[src/sv/rdt_pkg.sv]
// Shared types and constants for the reference-counted descriptor table.
// Used by rdt_slot_table, rdt_desc_table and refcounted_descriptor_table.
package rdt_pkg;

    localparam int NUM_SLOTS    = 64;
    localparam int FIRST_SLOT   = 3;
    localparam int BACKEND_BITS = 16;
    localparam int SLOT_BITS    = 6;
    localparam int REF_BITS     = 7;
    localparam int CNT_BITS     = 7;

    // Operation codes
    localparam logic [2:0] FUNC_OPEN   = 3'd0;
    localparam logic [2:0] FUNC_LOOKUP = 3'd1;
    localparam logic [2:0] FUNC_DUP    = 3'd2;
    localparam logic [2:0] FUNC_DUP2   = 3'd3;
    localparam logic [2:0] FUNC_CLOSE  = 3'd4;
    localparam logic [2:0] FUNC_CLEAR  = 3'd5;

    // Backend kind codes
    localparam logic [1:0] KIND_NONE = 2'd0;

    // Status codes
    localparam logic STATUS_OK  = 1'b0;
    localparam logic STATUS_ERR = 1'b1;

    typedef struct packed {
        logic [REF_BITS-1:0]     refs;
        logic [1:0]              kind;
        logic [BACKEND_BITS-1:0] backend;
        logic                    wr;
    } desc_entry_t;

    typedef struct packed {
        logic                 rd_en;
        logic [SLOT_BITS-1:0] rd_a;
        logic [SLOT_BITS-1:0] rd_b;
        logic                 wr_en;
        logic [SLOT_BITS-1:0] wr_idx;
        logic [SLOT_BITS-1:0] wr_desc;
        logic                 clr_en;
        logic [SLOT_BITS-1:0] clr_idx;
        logic                 clr_all;
    } slot_req_t;

    typedef struct packed {
        logic                 open_a;
        logic                 open_b;
        logic [SLOT_BITS-1:0] desc_a;
        logic [SLOT_BITS-1:0] desc_b;
        logic                 free_ok;
        logic [SLOT_BITS-1:0] free_idx;
    } slot_rsp_t;

    typedef struct packed {
        logic                 rd_en;
        logic [SLOT_BITS-1:0] rd_a;
        logic [SLOT_BITS-1:0] rd_b;
        logic                 wr_en;
        logic [SLOT_BITS-1:0] wr_idx;
        desc_entry_t          wr_entry;
        logic                 free_en;
        logic [SLOT_BITS-1:0] free_idx;
        logic                 clr_all;
    } desc_req_t;

    typedef struct packed {
        desc_entry_t          ent_a;
        desc_entry_t          ent_b;
        logic                 free_ok;
        logic [SLOT_BITS-1:0] free_idx;
    } desc_rsp_t;

endpackage

[src/sv/rdt_slot_table.sv]
// Descriptor slot table: slot-to-description memory, open bits and free-slot encoder.
// Depends on rdt_pkg.
module rdt_slot_table
    import rdt_pkg::*;
(
    input  logic      clk,
    input  logic      rst_n,
    input  slot_req_t req,
    output slot_rsp_t rsp
);

    logic [SLOT_BITS-1:0] map_mem [NUM_SLOTS];
    logic [NUM_SLOTS-1:0] open_reg;
    logic [SLOT_BITS-1:0] desc_a_reg;
    logic [SLOT_BITS-1:0] desc_b_reg;
    logic                 open_a_reg;
    logic                 open_b_reg;
    logic                 free_ok;
    logic [SLOT_BITS-1:0] free_idx;

    // Write and read the map memory
    always_ff @(posedge clk)
    begin
        if (req.wr_en)
        begin
            map_mem[req.wr_idx] <= req.wr_desc;
        end
        if (req.rd_en)
        begin
            desc_a_reg <= map_mem[req.rd_a];
            desc_b_reg <= map_mem[req.rd_b];
        end
    end

    // Hold open bits; clear marks all slots empty
    always_ff @(posedge clk or negedge rst_n)
    begin
        if (!rst_n)
        begin
            open_reg   <= '0;
            open_a_reg <= 1'b0;
            open_b_reg <= 1'b0;
        end
        else
        begin
            if (req.rd_en)
            begin
                open_a_reg <= open_reg[req.rd_a];
                open_b_reg <= open_reg[req.rd_b];
            end
            if (req.clr_all)
            begin
                open_reg <= '0;
            end
            else
            begin
                if (req.clr_en)
                begin
                    open_reg[req.clr_idx] <= 1'b0;
                end
                if (req.wr_en)
                begin
                    open_reg[req.wr_idx] <= 1'b1;
                end
            end
        end
    end

    // Find the lowest empty usable slot
    always_comb
    begin
        free_ok  = 1'b0;
        free_idx = '0;
        for (int i = NUM_SLOTS - 1; i >= FIRST_SLOT; i--)
        begin
            if (!open_reg[i])
            begin
                free_ok  = 1'b1;
                free_idx = SLOT_BITS'(i);
            end
        end
    end

    assign rsp.open_a   = open_a_reg;
    assign rsp.open_b   = open_b_reg;
    assign rsp.desc_a   = desc_a_reg;
    assign rsp.desc_b   = desc_b_reg;
    assign rsp.free_ok  = free_ok;
    assign rsp.free_idx = free_idx;

endmodule

[src/sv/rdt_desc_table.sv]
// Description table: entry memory, in-use bits and free-description encoder.
// Depends on rdt_pkg.
module rdt_desc_table
    import rdt_pkg::*;
(
    input  logic      clk,
    input  logic      rst_n,
    input  desc_req_t req,
    output desc_rsp_t rsp
);

    desc_entry_t          ent_mem [NUM_SLOTS];
    logic [NUM_SLOTS-1:0] used_reg;
    desc_entry_t          ent_a_reg;
    desc_entry_t          ent_b_reg;
    logic                 free_ok;
    logic [SLOT_BITS-1:0] free_idx;

    // Write and read the entry memory
    always_ff @(posedge clk)
    begin
        if (req.wr_en)
        begin
            ent_mem[req.wr_idx] <= req.wr_entry;
        end
        if (req.rd_en)
        begin
            ent_a_reg <= ent_mem[req.rd_a];
            ent_b_reg <= ent_mem[req.rd_b];
        end
    end

    // Hold in-use bits; a write marks the entry used, a free drops it
    always_ff @(posedge clk or negedge rst_n)
    begin
        if (!rst_n)
        begin
            used_reg <= '0;
        end
        else if (req.clr_all)
        begin
            used_reg <= '0;
        end
        else
        begin
            if (req.free_en)
            begin
                used_reg[req.free_idx] <= 1'b0;
            end
            if (req.wr_en)
            begin
                used_reg[req.wr_idx] <= 1'b1;
            end
        end
    end

    // Find the lowest unused description
    always_comb
    begin
        free_ok  = 1'b0;
        free_idx = '0;
        for (int i = NUM_SLOTS - 1; i >= 0; i--)
        begin
            if (!used_reg[i])
            begin
                free_ok  = 1'b1;
                free_idx = SLOT_BITS'(i);
            end
        end
    end

    assign rsp.ent_a    = ent_a_reg;
    assign rsp.ent_b    = ent_b_reg;
    assign rsp.free_ok  = free_ok;
    assign rsp.free_idx = free_idx;

endmodule

[src/sv/refcounted_descriptor_table.sv]
// Top level of the reference-counted descriptor table: sequencer and result register.
// Depends on rdt_pkg, rdt_slot_table and rdt_desc_table.
//
// Each item passes through the accepting cycle, a read of the slot memory
// at fd and new_fd, a read of the description memory at the two
// descriptions found, and a modify-and-write-back step that waits while
// the result register holds an untaken result and presents the result at
// its end. A dup2 whose target held another description then writes back
// the dropped reference in a further step. One item is worked on at a time;
// the result register lets the next item be accepted while a result waits.
// Both tables clear at once (reset or clear) via per-entry valid bits, so no clearing pass exists.
module refcounted_descriptor_table
    import rdt_pkg::*;
(
    input  logic        clk,
    input  logic        rst_n,
    input  logic        s_tvalid,
    output logic        s_tready,
    input  logic [31:0] s_tdata,  // fd[5:0], new_fd[11:6], backend_kind[12],
                                  // backend_id[28:13], write_end[29], zero fill
    input  logic [2:0]  s_tuser,  // func[2:0]
    output logic        m_tvalid,
    input  logic        m_tready,
    output logic [39:0] m_tdata,  // fd_out[5:0], kind_out[7:6], backend_id_out[23:8],
                                  // write_end_out[24], released[25], open_total[32:26]
    output logic        m_tuser   // status[0]
);

    typedef enum logic [2:0] {
        ST_IDLE,
        ST_RD_SLOT,
        ST_RD_DESC,
        ST_EXEC,
        ST_EXEC2
    } state_t;

    state_t                  state_reg, state_next;
    logic [2:0]              func_reg;
    logic [SLOT_BITS-1:0]    fd_reg;
    logic [SLOT_BITS-1:0]    nfd_reg;
    logic                    bkind_reg;
    logic [BACKEND_BITS-1:0] bid_reg;
    logic                    wend_reg;
    logic [CNT_BITS-1:0]     count_reg, count_next;

    logic                    out_valid_reg, out_valid_next;
    logic                    status_reg, status_next;
    logic [SLOT_BITS-1:0]    fd_out_reg, fd_out_next;
    logic [1:0]              kind_reg, kind_next;
    logic [BACKEND_BITS-1:0] id_reg, id_next;
    logic                    wr_reg, wr_next;
    logic                    rel_reg, rel_next;

    slot_req_t               slot_req;
    slot_rsp_t               slot_rsp;
    desc_req_t               desc_req;
    desc_rsp_t               desc_rsp;

    logic                    accept;
    logic                    out_free;
    logic                    fd_ok;
    logic                    nfd_ok;
    desc_entry_t             ent_inc;
    desc_entry_t             ent_dec_a;
    desc_entry_t             ent_dec_b;

    rdt_slot_table u_slot (
        .clk   (clk),
        .rst_n (rst_n),
        .req   (slot_req),
        .rsp   (slot_rsp)
    );

    rdt_desc_table u_desc (
        .clk   (clk),
        .rst_n (rst_n),
        .req   (desc_req),
        .rsp   (desc_rsp)
    );

    assign s_tready = (state_reg == ST_IDLE);
    assign accept   = s_tvalid && s_tready;
    assign out_free = !out_valid_reg || m_tready;
    assign fd_ok    = (fd_reg >= SLOT_BITS'(FIRST_SLOT)) && slot_rsp.open_a;
    assign nfd_ok   = (nfd_reg >= SLOT_BITS'(FIRST_SLOT));

    // Entry with one reference more or less
    always_comb
    begin
        ent_inc        = desc_rsp.ent_a;
        ent_inc.refs   = desc_rsp.ent_a.refs + 1'b1;
        ent_dec_a      = desc_rsp.ent_a;
        ent_dec_a.refs = (desc_rsp.ent_a.refs == '0) ? '0 : desc_rsp.ent_a.refs - 1'b1;
        ent_dec_b      = desc_rsp.ent_b;
        ent_dec_b.refs = (desc_rsp.ent_b.refs == '0) ? '0 : desc_rsp.ent_b.refs - 1'b1;
    end

    // Sequence memory accesses and compute the result
    always_comb
    begin
        state_next     = state_reg;
        count_next     = count_reg;
        out_valid_next = out_valid_reg && !m_tready;
        status_next    = status_reg;
        fd_out_next    = fd_out_reg;
        kind_next      = kind_reg;
        id_next        = id_reg;
        wr_next        = wr_reg;
        rel_next       = rel_reg;
        slot_req       = '0;
        desc_req       = '0;

        unique case (state_reg)
            ST_IDLE:
            begin
                if (accept)
                begin
                    state_next = ST_RD_SLOT;
                end
            end
            ST_RD_SLOT:
            begin
                slot_req.rd_en = 1'b1;
                slot_req.rd_a  = fd_reg;
                slot_req.rd_b  = nfd_reg;
                state_next     = ST_RD_DESC;
            end
            ST_RD_DESC:
            begin
                desc_req.rd_en = 1'b1;
                desc_req.rd_a  = slot_rsp.desc_a;
                desc_req.rd_b  = slot_rsp.desc_b;
                state_next     = ST_EXEC;
            end
            ST_EXEC:
            begin
                if (out_free)
                begin
                    out_valid_next = 1'b1;
                    status_next    = STATUS_ERR;
                    fd_out_next    = '0;
                    kind_next      = KIND_NONE;
                    id_next        = '0;
                    wr_next        = 1'b0;
                    rel_next       = 1'b0;
                    state_next     = ST_IDLE;
                    unique case (func_reg)
                        FUNC_OPEN:
                        begin
                            if (slot_rsp.free_ok && desc_rsp.free_ok)
                            begin
                                slot_req.wr_en            = 1'b1;
                                slot_req.wr_idx           = slot_rsp.free_idx;
                                slot_req.wr_desc          = desc_rsp.free_idx;
                                desc_req.wr_en            = 1'b1;
                                desc_req.wr_idx           = desc_rsp.free_idx;
                                desc_req.wr_entry.refs    = REF_BITS'(1);
                                desc_req.wr_entry.kind    = {1'b0, bkind_reg} + 2'd1;
                                desc_req.wr_entry.backend = bid_reg;
                                desc_req.wr_entry.wr      = bkind_reg && wend_reg;
                                count_next                = count_reg + 1'b1;
                                status_next               = STATUS_OK;
                                fd_out_next               = slot_rsp.free_idx;
                            end
                        end
                        FUNC_LOOKUP:
                        begin
                            if (fd_ok)
                            begin
                                status_next = STATUS_OK;
                                kind_next   = desc_rsp.ent_a.kind;
                                id_next     = desc_rsp.ent_a.backend;
                                wr_next     = desc_rsp.ent_a.wr;
                            end
                        end
                        FUNC_DUP:
                        begin
                            if (fd_ok && slot_rsp.free_ok)
                            begin
                                slot_req.wr_en    = 1'b1;
                                slot_req.wr_idx   = slot_rsp.free_idx;
                                slot_req.wr_desc  = slot_rsp.desc_a;
                                desc_req.wr_en    = 1'b1;
                                desc_req.wr_idx   = slot_rsp.desc_a;
                                desc_req.wr_entry = ent_inc;
                                count_next        = count_reg + 1'b1;
                                status_next       = STATUS_OK;
                                fd_out_next       = slot_rsp.free_idx;
                            end
                        end
                        FUNC_DUP2:
                        begin
                            if (fd_ok && nfd_ok)
                            begin
                                status_next = STATUS_OK;
                                fd_out_next = nfd_reg;
                                if (nfd_reg != fd_reg)
                                begin
                                    slot_req.wr_en   = 1'b1;
                                    slot_req.wr_idx  = nfd_reg;
                                    slot_req.wr_desc = slot_rsp.desc_a;
                                    if (!slot_rsp.open_b)
                                    begin
                                        count_next        = count_reg + 1'b1;
                                        desc_req.wr_en    = 1'b1;
                                        desc_req.wr_idx   = slot_rsp.desc_a;
                                        desc_req.wr_entry = ent_inc;
                                    end
                                    else if (slot_rsp.desc_b != slot_rsp.desc_a)
                                    begin
                                        // Bump the source now, drop the old target next
                                        desc_req.wr_en    = 1'b1;
                                        desc_req.wr_idx   = slot_rsp.desc_a;
                                        desc_req.wr_entry = ent_inc;
                                        state_next        = ST_EXEC2;
                                    end
                                end
                            end
                        end
                        FUNC_CLOSE:
                        begin
                            if (fd_ok)
                            begin
                                slot_req.clr_en  = 1'b1;
                                slot_req.clr_idx = fd_reg;
                                if (count_reg != '0)
                                begin
                                    count_next = count_reg - 1'b1;
                                end
                                if (ent_dec_a.refs == '0)
                                begin
                                    desc_req.free_en  = 1'b1;
                                    desc_req.free_idx = slot_rsp.desc_a;
                                    kind_next         = desc_rsp.ent_a.kind;
                                    id_next           = desc_rsp.ent_a.backend;
                                    wr_next           = desc_rsp.ent_a.wr;
                                    rel_next          = 1'b1;
                                end
                                else
                                begin
                                    desc_req.wr_en    = 1'b1;
                                    desc_req.wr_idx   = slot_rsp.desc_a;
                                    desc_req.wr_entry = ent_dec_a;
                                end
                                status_next = STATUS_OK;
                            end
                        end
                        FUNC_CLEAR:
                        begin
                            slot_req.clr_all = 1'b1;
                            desc_req.clr_all = 1'b1;
                            count_next       = '0;
                            status_next      = STATUS_OK;
                        end
                        default:
                        begin
                            status_next = STATUS_ERR;
                        end
                    endcase
                end
            end
            ST_EXEC2:
            begin
                // Drop the reference the dup2 target held; free silently at zero
                if (ent_dec_b.refs == '0)
                begin
                    desc_req.free_en  = 1'b1;
                    desc_req.free_idx = slot_rsp.desc_b;
                end
                else
                begin
                    desc_req.wr_en    = 1'b1;
                    desc_req.wr_idx   = slot_rsp.desc_b;
                    desc_req.wr_entry = ent_dec_b;
                end
                state_next = ST_IDLE;
            end
            default:
            begin
                state_next = ST_IDLE;
            end
        endcase
    end

    // Latch the accepted item
    always_ff @(posedge clk)
    begin
        if (accept)
        begin
            func_reg  <= s_tuser;
            fd_reg    <= s_tdata[5:0];
            nfd_reg   <= s_tdata[11:6];
            bkind_reg <= s_tdata[12];
            bid_reg   <= s_tdata[28:13];
            wend_reg  <= s_tdata[29];
        end
    end

    // Hold state, the open count and the result register
    always_ff @(posedge clk or negedge rst_n)
    begin
        if (!rst_n)
        begin
            state_reg     <= ST_IDLE;
            count_reg     <= '0;
            out_valid_reg <= 1'b0;
            status_reg    <= STATUS_OK;
            fd_out_reg    <= '0;
            kind_reg      <= KIND_NONE;
            id_reg        <= '0;
            wr_reg        <= 1'b0;
            rel_reg       <= 1'b0;
        end
        else
        begin
            state_reg     <= state_next;
            count_reg     <= count_next;
            out_valid_reg <= out_valid_next;
            status_reg    <= status_next;
            fd_out_reg    <= fd_out_next;
            kind_reg      <= kind_next;
            id_reg        <= id_next;
            wr_reg        <= wr_next;
            rel_reg       <= rel_next;
        end
    end

    assign m_tvalid = out_valid_reg;
    assign m_tuser  = status_reg;
    assign m_tdata  = {7'd0, count_reg, rel_reg, wr_reg, id_reg, kind_reg, fd_out_reg};

    // The extra write-back cycle only follows the execute cycle
    a_exec2_order: assert property (@(posedge clk) disable iff (!rst_n)
        state_reg == ST_EXEC2 |-> $past(state_reg) == ST_EXEC)
        else $error("write-back cycle entered out of order");

    // The open count never exceeds the usable slots
    a_count_bound: assert property (@(posedge clk) disable iff (!rst_n)
        count_reg <= CNT_BITS'(NUM_SLOTS - FIRST_SLOT))
        else $error("open count out of range");

    // A release is only reported with success
    a_rel_ok: assert property (@(posedge clk) disable iff (!rst_n)
        m_tvalid && rel_reg |-> status_reg == STATUS_OK)
        else $error("release reported with error status");

    // No new item while one is at work
    a_one_item: assert property (@(posedge clk) disable iff (!rst_n)
        accept |=> !s_tready)
        else $error("item accepted while busy");

endmodule
[config.mk]
export PLATFORM = sky130hd
export DESIGN_NAME = refcounted_descriptor_table
export DESIGN_NICKNAME = d
export VERILOG_FILES = /design/src/sv/rdt_pkg.sv /design/src/sv/rdt_slot_table.sv /design/src/sv/rdt_desc_table.sv /design/src/sv/refcounted_descriptor_table.sv
export SDC_FILE = /design/constraint.sdc
export NUM_CORES = 2
export LEC_CHECK = 0
export ABC_AREA = 1
export BUFFER_PORTS_ARGS = -buffer_cell sky130_fd_sc_hd__buf_2
export CAP_MARGIN = 0
export CORE_ASPECT_RATIO = 0.75
export CORE_UTILIZATION = 25
export DETAILED_ROUTE_END_ITERATION = 10
export PLACE_DENSITY_LB_ADDON = 0.1
export REMOVE_ABC_BUFFERS = 1
export SLEW_MARGIN = 20
export SYNTH_ARGS = -nofsm -noshare
export SYNTH_HDL_FRONTEND = slang
export SYNTH_SLANG_ARGS = --single-unit
[constraint.sdc]
create_clock -name clk -period 7.7 [get_ports clk]
set_input_delay 1.54 -clock clk [delete_from_list [all_inputs] [get_ports clk]]
set_output_delay 1.54 -clock clk [all_outputs]
set_load 0.005 [all_outputs]
==> flow_summary.yaml <==
hold_path:
  whs_path_depth: 2
  holdCritPathClass: "reg -> reg"
sta:
  fin_skew_ns: 0.0596
  tns_ns: 0
  relSlewSlack_pct: 18.4
  worstMarginPinSlew_ns: 1.22
  fmax_ghz: 0.162
  setup_slack_ns: 1.54
  finalSetupViolations: 0
  period_minus_slack_ns: 6.16
  holdWs_ns: 0.481
  report.final.slew_viol_count: 0
  fin_crit_sh_pct: 80.0
  grt_setup_unrepaired: "false"
  final-hold-violation-count: 0
worst_setup_path:
  slowest_delay_ns: 0.66
  r2r_cells: 57
  start_kind: "register"
  worst-setup-path-type: "reg -> reg"
  cp_max_fo: 9
  reg2reg_to: "u_slot.map_mem[60][2]"
  cp-endpoint: "u_slot.map_mem[60][2]"
  crit_start: "u_slot.open_reg[62]"
  reg2reg_setup_slack_ns: 1.54
  worst_path_max_delay_cell: "nor2_2"
  critPathCaptureType: "register"
  reg2reg_from: "u_slot.open_reg[62]"
  worst_ep_arrival_time_ns: 6.73
  cp_common_cell: "nand2_1"
  critPathRequiredTime_ns: 8.27
die:
  core_um2: 466000
  row_count: 217
  die_x_um: 793
  io_pins: 82
  die_y_um: 595
  dieArea_um2: 472000
  initial_utilization_pct: 25.1
final_layout:
  nNetsFinal: 11888
  largest-register: "u_desc.ent_mem"
  syn2layout_area_growth_pct: 14.8
  top_regs: "u_desc.ent_mem: 1664 flops, u_slot.map_mem: 384 flops"
  fin_area_um2: 135000
  fillCellCount: 48501
  largest_reg_flops: 1664
  drive_above_1_share_pct: 7.31
clock_tree:
  clock-root-buffer: "clkbuf_16"
  ctsResizeCount: 0
  path_clk_slew_ns: 0.06
  cts.sinks: 2313
  clock_latency_ns: 0.98
  clock_path_buffers: 4
  cts_htree_levels: 5
  post_cts_buffers: 0
  cts_buffers: 274
  postCtsHoldBufs: 0
  cts_tree: "done"
synthesis:
  netlist_area_um2: 117000
  ys_seq_area_share_pct: 58.5
  synth_warnings: 0
  synth_enable_flop_cells: 2145
  async_reset_ff_share_pct: 7.26
  synth_area_per_cell_um2: 9.65
  ys_types: 51
  syn_inst: 12145
  synth-main-ff-cell: "edfxtp_1"
  synth-seq-cells: 2313
place:
  port_buffers: 72
  gp_congestion: 0.840
  pre_cts_slack_ns: 1.23
  place.detailed.hpwl_um: 291000
  postPlaceCellArea_um2: 126000
pwr:
  p_leak_nw: 44.1
  ir_drop_v: 0.000448
  power_density_nw_per_um2: 336
  power_w: 0.0452
route:
  drtIter0Drc: 10108
  wirelength_um: 502000
  drt_first_pass_iters: 6
  drc: 0
  viasPerCell: 5.23
  ant_nets: 0
  vias: 95777
  wl_per_cell_um: 27.4
grt:
  grt_pass1_wl_um: 701000
  grt_max_degree: 221
  grt_pass1_vias: 90948
  antenna_found_initial: 22
  track_usage_pct: 20.5
  globalRouteOverflowTotal: 0
run_status:
  status: "finished, final reports clean"
run:
  maxCapViolations: 0
-- cell type report --
| type | instances | area [um2] | area share [%] |
|---|---|---|---|
| sequential | 2313 | 68600 | 51.0 |
| multi-input combinational | 7577 | 40700 | 30.2 |
| tap | 6241 | 7810 | 5.80 |
| clock buffer | 359 | 7460 | 5.54 |
| inverter | 1326 | 5020 | 3.73 |
| timing repair buffer | 346 | 3880 | 2.88 |
| clock inverter | 131 | 1110 | 0.828 |
| antenna | 10 | 25.0 | 0.0186 |
-- metrics by stage --
stage               cells  util, %
floorplan           11216        -
global placement    17794     27.0
detailed placement  17799     27.0
CTS                 18289     28.8
global route        18295     28.8
finish              18303     28.9
-- cell usage after synthesis (12+ instances only) --
master | n | area, um2
nand2_1 | 2570 | 9650
edfxtp_1 | 2145 | 64400
o211ai_1 | 2108 | 15800
nand3_1 | 1625 | 8130
inv_1 | 1309 | 4910
clkbuf_1 | 855 | 3210
o21ai_0 | 648 | 3240
nor2_1 | 228 | 856
dfrtp_1 | 168 | 4200
a21oi_1 | 155 | 776
buf_1 | 83 | 312
nand4_1 | 64 | 400
nor3_1 | 25 | 125
a22oi_1 | 24 | 180
o22ai_1 | 15 | 93.8
a31oi_1 | 13 | 81.3
buf_4 | 12 | 90.1
-- where the power goes --
part           switching [W]  total [W]  internal [W]
combinational         0.0134     0.0177       0.00432
sequential          0.000278     0.0145        0.0142
clock                0.00571     0.0130       0.00732
total                 0.0194     0.0452        0.0259
-- layer usage --
metal / up-vias / part of all wire (%) / track usage [%]
met3: 691 / 7.1 / 3.51
met5: - / 0.011 / 0
li1: 43341 / - / -
met4: 8 / 2.6 / 5.11
met2: 3821 / 42 / 30.5
met1: 47916 / 48 / 30.7
-- cell families after synthesis --
kind of cell,Yosys count,synth area share (%)
AOI/OAI and AO/OA,2985,17.4
xor gates and xnor gates,7,0.0523
adders and majority gates,11,0.124
buffers and inverters,2279,7.35
DFF,2313,58.5
other,1,0.00320
and+or+nand+nor,4549,16.6
-- how the worst min path moves through the flow --
stage,from,end
after floorplan,u_slot.open_a_reg,u_slot.open_a_reg
after global placement,u_slot.open_a_reg,u_slot.open_a_reg
after detailed placement,fd_out_reg[5],fd_out_reg[5]
after CTS,rst_n,fd_out_reg[3]
after global routing,rst_n,fd_out_reg[3]
final,fd_out_reg[5],fd_out_reg[5]
-- worst max-delay path, delay by kind of cell, from the launching register on --
kind                   cells  cell delay [ns]
AND/OR/NAND/NOR           50             4.17
AO/OA/AOI/OAI              6             0.61
buffers and inverters      1             0.59
flip-flops                 1             0.43
-- cells in the final DEF, fill, tap and decap left out, drive strengths merged, types with 24 or more instances in the layout --
cell type | synthesis | routed
o21ai | 652 | 652
a21oi | 155 | 155
inv | 1319 | 1335
nor2 | 234 | 234
clkinv | 7 | 100
nand4 | 64 | 64
nand3 | 1625 | 1625
nor3 | 25 | 25
o211ai | 2108 | 2108
clkbuf | 855 | 359
buf | 98 | 346
edfxtp | 2145 | 2145
conb | 1 | 25
dfrtp | 168 | 168
a22oi | 24 | 24
nand2 | 2576 | 2576
(Power assumes the default switching activity.)
